$ cat src/pba_pkg.sv
`timescale 1ns / 1ps

package pba_pkg;

  localparam int BUCKETS_DEF   = 4096;
  localparam int INSTANCES_DEF = 16;

  localparam int CMD_W       = 31;
  localparam int BUCKET_W    = 12;
  localparam int INST_W      = 4;
  localparam int BUCKET_SPAN = 1 << BUCKET_W;

  // tag width of the per-entry clear epoch
  localparam int EPOCH_W   = 8;
  localparam int RED_CNT_W = 4;

  // number of shifted compare-subtract steps that bring start_bucket below buckets
  function automatic int red_steps(input int buckets);
    int n;
    n = 0;
    for (int k = 0; k <= BUCKET_W; k++) begin
      if ((buckets << k) < BUCKET_SPAN) begin
        n++;
      end
    end
    return n;
  endfunction

endpackage

$ cat src/pba_first_free.sv
`timescale 1ns / 1ps

module pba_first_free
  import pba_pkg::*;
#(
  parameter int INSTANCES = INSTANCES_DEF
) (
  input  logic [INSTANCES-1:0] mask_i,
  output logic                 found_o,
  output logic [INST_W-1:0]    inst_o,
  output logic [INSTANCES-1:0] mask_o
);

  logic [INSTANCES-1:0] free;
  logic [INSTANCES-1:0] lowest;

  assign free    = ~mask_i;
  assign lowest  = free & (~free + INSTANCES'(1));
  assign found_o = |free;
  assign mask_o  = mask_i | lowest;

  // scan from the top so the lowest free bit wins
  always_comb begin
    inst_o = '0;
    for (int k = INSTANCES - 1; k >= 0; k--) begin
      if (free[k]) begin
        inst_o = INST_W'(k);
      end
    end
  end

endmodule

$ cat config.mk
export PLATFORM = sky130hd
export DESIGN_NAME = pba_first_free
export DESIGN_NICKNAME = d
export VERILOG_FILES = /design/src/pba_pkg.sv /design/src/pba_first_free.sv
export SDC_FILE = /design/constraint.sdc
export NUM_CORES = 1
export LEC_CHECK = 0
export BUFFER_PORTS_ARGS = -buffer_cell sky130_fd_sc_hd__buf_2
export CAP_MARGIN = 40
export CELL_PAD_IN_SITES_DETAIL_PLACEMENT = 0
export CELL_PAD_IN_SITES_GLOBAL_PLACEMENT = 2
export CORE_MARGIN = 4
export CORE_UTILIZATION = 16
export DETAILED_ROUTE_END_ITERATION = 6
export PLACE_DENSITY = 0.91
export SYNTH_ARGS = -nofsm -noshare
export SYNTH_HDL_FRONTEND = slang
export SYNTH_SLANG_ARGS = --single-unit
export TNS_END_PERCENT = 100
$ cat constraint.sdc
create_clock -name vclk -period 2.33
set_clock_uncertainty 0.05 [all_clocks]
set_input_delay 0.1165 -clock vclk [all_inputs]
set_output_delay 0.1165 -clock vclk [all_outputs]
set_load 0.01 [all_outputs]
==> results.cfg, run 1 <==
[finish]
n_clock_buffer = 0
utilization_pct = 27.38
nFillCells = 238
finish.net_count = 104
final_cells = 113
diodes = 0
layout-drive-gt1-share_pct = 51.16
design.seq.count = 0
synthToLayoutAreaGrowth_pct = 63.46
regArea_sq_um = 0

[setup_path]
cp.required_ns = 2.16
crit_type = in2out
setup.worst_path.end = mask_o[15]
worstPathArrival_ns = 1.20
cp_max_fo = 6
worstSetupEndpointType = output pin
cp-start-kind = input pin
crit_start = mask_i[0]

[synthesis]
yosys.area_share.simple_pct = 48.85
synth_xor_area_share_pct = 0
syn_nets = 67
syn_area_sq_um = 325.3
synth_top_family_by_area = simple AND/OR/NAND/NOR gates
synth_compound_area_share_pct = 43.08
synth_top_area_share_pct = 12.69
synthAdderAreaFrac_pct = 0
yosys_warnings = 0
synth.most_common_cell = nand2_1
syn-instance-count = 51
syn_avg_cell_area_sq_um = 6.379
netlist_top_cells_area = nand2_1 13%, nand4_4 6.5%, a311o_1 6.2%
synthMuxAreaShare_pct = 0
synth_common_cells = 11 x nand2_1, 4 x inv_1, 3 x nor2_1, 3 x or2_2
ys_seq_area_share_pct = 0
yosysTopAreaCell = nand2_1
synth_cell_type_count = 28

[sta]
fin_crit_ns = 1.367
finalCritPeriodShare_pct = 58.66
fmax_mhz = 731.7
slew_viol_final = 0
finalSetupTns_ns = 0
hold_viol = 0
rsz0062_at_grt = false
setup_viol = 0

[detailed_routing]
wirelength_mm = 1.248
drc = 0
drt_iter0_markers = 1
viasPerCell = 4.398
vias = 497
postRouteAntennaNets = 0
post_drt_wl_per_cell_microns = 11.04
dr.pass1.iters = 4

[floorplanning]
core_region_area_sq_mm = 0.001942
die_h_microns = 53.09
die-area_sq_mm = 0.002819
die_x_microns = 53.09
io_pins = 37
initial_core_util_pct = 16.75
rows = 16

[flow_run]
maxCapViolations = 0

[pwr]
combPwrFrac_pct = 100.0
switching_share_pct = 56.78
cellPowerDensity_mw_per_mm2 = 159.2
p_leak_uw = 0.0002896
power.share.sequential_pct = 0
vdd_drop_max_uv = 63.39
power_uw = 84.66
p_int_uw = 36.59
netSwitchingPower_uw = 48.07
p_clk_share_pct = 0

[grt]
grt_pass1_vias = 472
grt_remaining_overflow = 0
grt_usage_pct = 9.155
grt_pass1_wl_mm = 2.035
grt_max_degree = 8
grt_antenna_before_repair = 0

[worst_hold_path]
hp-class = in2out

[clocking]
hold_buffers = 0
cts_resized = 0
postCtsSetupRepairBufs = 0

[placed_design]
gp_congestion = 0.7114
dp_hpwl_mm = 1.111
port_buffers = 36
dp_cells = 113

[outcome]
status = finished clean
[critical path, stage by stage]
cell and delay, ns:
buf_2 0.14, nand4_4 0.15, nor3_4 0.30, and2_4 0.21
a41o_1 0.16, buf_2 0.12
[logic make-up (layout without fill, tap and decap cells)]
kind of cell    count (synthesis)  count (layout)
buf+inv                         5              40
other cells                     1               1
simple gates                   27              27
compound gates                 18              18
[power by group through the flow]
stage                     Sequential [uW]  Clock (uW)  Combinational, uW
after global routing                    0           0               94.8
final                                   0           0               84.7
after CTS                               0           0               85.9
after detailed placement                0           0               85.3
after floorplan                         0           0               39.9
after global placement                  0           0               84.6
[stage by stage]
stage / hold slack (ns) / area (sq um) / worst slack [ns]
final: 0.4966 / 531.8 / 0.9633
after global routing: 0.5168 / 531.8 / 0.8269
after global placement: 0.5027 / 531.8 / 0.9854
after floorplan: 0.2720 / 325.3 / 1.270
after detailed placement: 0.4910 / 531.8 / 0.9539
after CTS: 0.4975 / 531.8 / 0.9542
[how the worst min path moves through the flow]
stage	startpoint	to	slack, ns	cells after the start
after floorplan	mask_i[9]	mask_o[9]	0.27	1
after global placement	mask_i[15]	mask_o[15]	0.50	3
after detailed placement	mask_i[11]	mask_o[11]	0.49	3
after CTS	mask_i[11]	mask_o[11]	0.50	3
after global routing	mask_i[4]	mask_o[4]	0.52	4
final	mask_i[11]	mask_o[11]	0.50	3
[final cells by class]
class	count	area [sq um]	share of cell area, %
timing repair buffer	36	180.2	33.88
inverter	4	15.01	2.824
tap	27	33.78	6.353
multi-input combinational	46	302.8	56.94
[metal layers]
layer  GRT usage [%]  up-vias  wire, microns
met3          0.5634        0            121
met1           13.19      213            591
met4               0        0              0
met2           15.70       26            535
li1                -      258              -
met5               0        -              0
[layout by cell type, fill, tap and decap left out, drive strengths merged]
cell type  synthesis  routed
a31oi              1       1
o21ai              3       3
o21bai             2       2
nor2b              1       1
and4               1       1
a21o               2       2
nand3              2       2
nor2               3       3
a311oi             1       1
a22o               1       1
nor3               3       3
nand2             11      11
a41o               2       2
a31o               2       2
inv                4       4
conb               1       1
a311o              2       2
a21oi              1       1
nand4              1       1
and2               1       1
or2                4       4
buf                1      36
a21boi             1       1
No activity file was read; power rests on OpenSTA's default activity.
==> run 2: changes to the inputs <==
ABC_AREA = 1   (was default)
CORE_UTILIZATION = 13   (was 16)
PLACE_DENSITY = 0.82   (was 0.91)
clock period = 1.25 ns   (was 2.33 ns; I/O delays follow)
==> run 2 against run 1 <==
Via count up 9.5%. Synthesized cell count up 41%. Largest cell class unchanged. Sequential share of layout area unchanged.
==> results.cfg, run 2 <==
[outcome]
status = finished clean

[synthesis]
netlist_top_cells_area = nand2_1 28%, inv_1 14%, o21bai_1 11%
yosysTopAreaCell = nand2_1
syn-instance-count = 72
synth.most_common_cell = nand2_1
yosys_warnings = 0
synth_cell_type_count = 19
synth_top_area_share_pct = 28.42
syn_avg_cell_area_sq_um = 4.953
ys_seq_area_share_pct = 0
syn_nets = 88
syn_area_sq_um = 356.6
synth_common_cells = 27 x nand2_1, 13 x inv_1, 6 x nor2_1

[setup_path]
cp_max_fo = 2
cp-start-kind = input pin
worstPathCellList = buf_8 -> clkinv_4 -> nand2_2 -> nand2_1 -> nand2_1 -> nand2_1 -> nand2_1 -> nand2_1 -> nand2_1 -> nand2_1 -> nand2_1 -> nand2_1 -> nand2_1 -> nand2_1 -> nand2_1 -> a21oi_1 -> buf_2
crit_type = in2out
slowest_stage = buf_2
worstPathArrival_ns = 1.11
cpLargestDelayFamily = simple AND/OR/NAND/NOR gates
crit_buf_inv = 3
cp.required_ns = 1.14
crit_top_cell = nand2_1
worstSetupEndpointType = output pin
max_stage_delay_ns = 0.14

[detailed_routing]
wirelength_mm = 1.251
vias = 544
dr.pass1.iters = 4
drt_iter0_markers = 9
post_drt_wl_per_cell_microns = 8.748
viasPerCell = 3.804
postRouteAntennaNets = 0
drc = 0

[sta]
fin_crit_ns = 1.220
fmax_mhz = 819.4
setup_viol = 0
hold_viol = 0
finalCritPeriodShare_pct = 97.63
slew_viol_final = 0
rsz0062_at_grt = true

[floorplanning]
die-area_sq_mm = 0.003645
die_x_microns = 60.38
rows = 18
die_h_microns = 60.38
initial_core_util_pct = 14.01
core_region_area_sq_mm = 0.002545
io_pins = 37

[finish]
regArea_sq_um = 0
diodes = 0
final_common_cell = buf_2
final_area_sq_um = 683.2
synthToLayoutAreaGrowth_pct = 91.58
layout-drive-gt1-share_pct = 51.33
nFillCells = 289
finish.net_count = 131
n_clock_buffer = 0
design.seq.count = 0
mostFrequentLayoutCells = 31 x buf_2, 25 x nand2_1, 11 x inv_1, 6 x nor2_1, 6 x buf_4

[pwr]
power.share.sequential_pct = 0
cellPowerDensity_mw_per_mm2 = 273.5
p_clk_share_pct = 0
power_uw = 186.8
vdd_drop_max_uv = 120.3
switching_share_pct = 52.42
p_int_uw = 88.89
combPwrFrac_pct = 100.0
p_leak_uw = 0.0003915
netSwitchingPower_uw = 97.94

[placed_design]
port_buffers = 36
dp_hpwl_mm = 1.148
gp_congestion = 0.6484
placed_area_sq_um = 611.8

[grt]
grt_remaining_overflow = 0
grt_pass1_wl_mm = 1.745
grt_antenna_before_repair = 0
grt_max_degree = 6
grt_pass1_vias = 471
grt_usage_pct = 5.795

[clocking]
postCtsSetupRepairBufs = 0

[worst_hold_path]
hp-class = in2out

[flow_run]
maxCapViolations = 0
-- run 2: cell count changes after synthesis, sizes merged, moves of 2 or more --
cell    before  now
a31o         2    0
nor3         3    1
a21o         2    0
nor2         3   10
o21bai       2    6
a21oi        1    3
a41o         2    0
or2          4    1
a311o        2    0
inv          4   15
nand2       11   29
-- run 2: final timing paths --
| check | from | to | slack [ns] | cells past startpoint |
|---|---|---|---|---|
| hold / removal | mask_i[1] | inst_o[0] | 0.34 | 3 |
| setup / recovery | mask_i[15] | inst_o[0] | 0.03 | 17 |
-- run 2: metal layers --
metal  share of wire, %  track usage [%]  routed length, microns  vias to the layer above
met5                  0                0                       0                        -
met4                  0                0                       0                        0
met3                4.6           0.4255                      58                        0
met2                 57            12.50                     715                       11
met1                 38            6.321                     477                      234
li1                   -                -                       -                      299
-- run 2: cell type report --
| class | count | area, sq um | share of cell area (%) |
|---|---|---|---|
| Timing Repair Buffer | 42 | 271.5 | 39.74 |
| Tap cell | 30 | 37.54 | 5.495 |
| Multi-Input combinational cell | 56 | 312.8 | 45.79 |
| Inverter | 15 | 61.31 | 8.974 |
-- run 2: repair_timing --
item / in CTS / in global routing
endpoints found under the setup margin: 1 / 7
endpoints found under the hold margin: 0 / 0
gates resized for setup: 0 / 20
hold buffers: 0 / 0
pin swaps: 0 / 7
-- run 2: power groups by stage --
stage / clock network (uW) / registers, uW / logic (uW)
3_3_place_gp: 0 / 0 / 164
5_1_grt: 0 / 0 / 207
3_5_place_dp: 0 / 0 / 166
2_1_floorplan: 0 / 0 / 82.9
6_report: 0 / 0 / 187
4_1_cts: 0 / 0 / 166
-- run 2: through the flow --
stage | hold WS, ns | setup TNS (ns) | cells | util, % | setup WS, ns
CTS | 0.3707 | -0.0003313 | 143 | 24.04 | -0.0003313
floorplan | 0.1565 | 0 | 72 | - | 0.2261
global placement | 0.3683 | -0.003150 | 143 | 24.04 | -0.003150
finish | 0.3369 | 0 | 143 | 26.84 | 0.02957
global route | 0.3474 | -0.1136 | 143 | 26.84 | -0.1098
detailed placement | 0.3702 | 0 | 143 | 24.04 | 0.0002780
-- run 2: kinds of logic after synthesis --
logic type             share of synthesized area, %
other                                         1.052
AOI/OAI and AO/OA                             21.75
buffers and inverters                         17.90
and+or+nand+nor                               59.30
==> run 3: changes to the inputs <==
ABC_AREA = 0   (was 1)
GPL_TIMING_DRIVEN = 0   (was default)
PLACE_DENSITY = 0.8   (was 0.82)
==> run 3 against run 2 <==
First-iteration DRC count rose by 56%. Sequential cell count did not move. Worst setup slack improved by 0.078 ns. Die area fell by 7.6%. Critical endpoint is now inst_o[3]. Routed wire length rose by 5.4%. Non-clock buffer count fell by 4. Final cell count fell by 19%. Via count fell by 5.3%. Sequential share of layout area did not move. Design area fell by 19%. Clock-buffer cell count did not move. Critical path type unchanged. Critical path depth fell by 11.
==> results.cfg, run 3 (same netlist as run 1, synthesis figures left out) <==
[setup_path]
crit_type = in2out
cp-start-kind = input pin
worstPathArrival_ns = 1.03
worstSetupEndpointType = output pin
cp_max_fo = 5
cp.required_ns = 1.14

[detailed_routing]
post_drt_wl_per_cell_microns = 11.37
drt_iter0_markers = 14
viasPerCell = 4.440
wirelength_mm = 1.319
dr.pass1.iters = 4
postRouteAntennaNets = 0
drc = 0
vias = 515

[placed_design]
dp_hpwl_mm = 1.107
port_buffers = 36
gp_congestion = 0.7934

[finish]
layout-drive-gt1-share_pct = 54.55
mostFrequentLayoutCells = 36 x buf_2, 9 x nand2_1, 4 x inv_1, 3 x nor2_1, 3 x or2_2
design.seq.count = 0
regArea_sq_um = 0
finish.net_count = 106
nFillCells = 273
final_common_cell = buf_2
n_clock_buffer = 0
multi_input_area_sq_um = 307.8
diodes = 0
synthToLayoutAreaGrowth_pct = 70.00

[pwr]
netSwitchingPower_uw = 92.55
p_int_uw = 70.97
vdd_drop_max_uv = 94.24
p_leak_uw = 0.0002993
switching_share_pct = 56.60
power.share.sequential_pct = 0
combPwrFrac_pct = 100.0
p_clk_share_pct = 0
cellPowerDensity_mw_per_mm2 = 295.7

[sta]
finalSetupTns_ns = 0
slew_viol_final = 0
rsz0062_at_grt = false
hold_viol = 0
fmax_mhz = 875.2
finalCritPeriodShare_pct = 91.41
fin_crit_ns = 1.143
setup_viol = 0
worst_hold_slack_ns = 0.3959

[floorplanning]
rows = 17
initial_core_util_pct = 14.16
die-area_sq_mm = 0.003367
die_x_microns = 58.03
io_pins = 37
die_h_microns = 58.03
core_region_area_sq_mm = 0.002297

[flow_run]
maxCapViolations = 0

[grt]
grt_remaining_overflow = 0
grt_antenna_before_repair = 0
grt_max_degree = 8
grt_pass1_wl_mm = 2.001
grt_pass1_vias = 479
grt_usage_pct = 7.101

[worst_hold_path]
hold_depth = 4
hp-class = in2out
min_to = mask_o[4]
hold_path.startpoint = mask_i[4]

[clocking]
hold_buffers = 0

[outcome]
status = finished clean
[run 3: cell count changes in the layout (fill, tap and decap cells not counted), moves of 3 or more]
cell / delta
inv_1: -7
inv_2: -3
nand2_1: -16
nor2_4: -3
buf_8: -4
buf_4: -4
o21bai_1: -3
nor2_1: -3
buf_2: +5
[run 3: layer usage]
layer | vias up | global-route usage, % | wire [microns]
met5 | - | 0 | 0
met4 | 0 | 0.3311 | 0
met3 | 0 | 0.6682 | 149
met2 | 28 | 12.58 | 548
met1 | 224 | 9.699 | 621
li1 | 263 | - | -
[run 3: worst max-delay path, cell delays in order]
cell      delay [ns]
buf_2           0.14
nand4_4         0.15
nor3_4          0.17
buf_4           0.17
a21boi_0        0.18
buf_2           0.16
[run 3: how the worst max path moves through the flow]
stage / cells after the start / slack [ns] / from / endpoint
6_report: 6 / 0.11 / mask_i[2] / inst_o[3]
5_1_grt: 6 / 0.01 / mask_i[0] / inst_o[3]
4_1_cts: 6 / 0.07 / mask_i[6] / inst_o[1]
3_5_place_dp: 6 / -0.08 / mask_i[0] / mask_o[15]
3_3_place_gp: 6 / -0.04 / mask_i[0] / mask_o[15]
2_1_floorplan: 4 / 0.30 / mask_i[2] / mask_o[15]
[run 3: what timing repair did]
item	4_1_cts	5_1_grt
resized for setup	0	2
buffers inserted	1	0
pin swaps	1	0
setup endpoints to repair	3	2
[run 3: layout make-up]
type	count	share of cell area [%]
buffer	1	1.357
timing repair buffer	37	33.94
multi-input combinational	46	55.66
inverter	4	2.715
tap	28	6.335
[run 3: stage by stage]
step           area (sq um)  total power, uW  std cells  worst slack (ns)  utilization, %
6_report              553.0            163.5        116            0.1074           24.07
5_1_grt               553.0            180.2        116           0.01090           24.07
4_1_cts               548.0            162.9        116           0.07154           23.86
3_5_place_dp          540.5            161.7        115          -0.08335           23.53
3_3_place_gp          540.5            160.2        115          -0.03629           23.53
2_1_floorplan         325.3            74.31         51            0.2977               -
[run 3: power by group through the flow]
| stage | combinational [uW] | clock, uW | sequential [uW] |
|---|---|---|---|
| after floorplan | 74.3 | 0 | 0 |
| after global placement | 160 | 0 | 0 |
| after detailed placement | 162 | 0 | 0 |
| after CTS | 163 | 0 | 0 |
| after global routing | 180 | 0 | 0 |
| final | 164 | 0 | 0 |
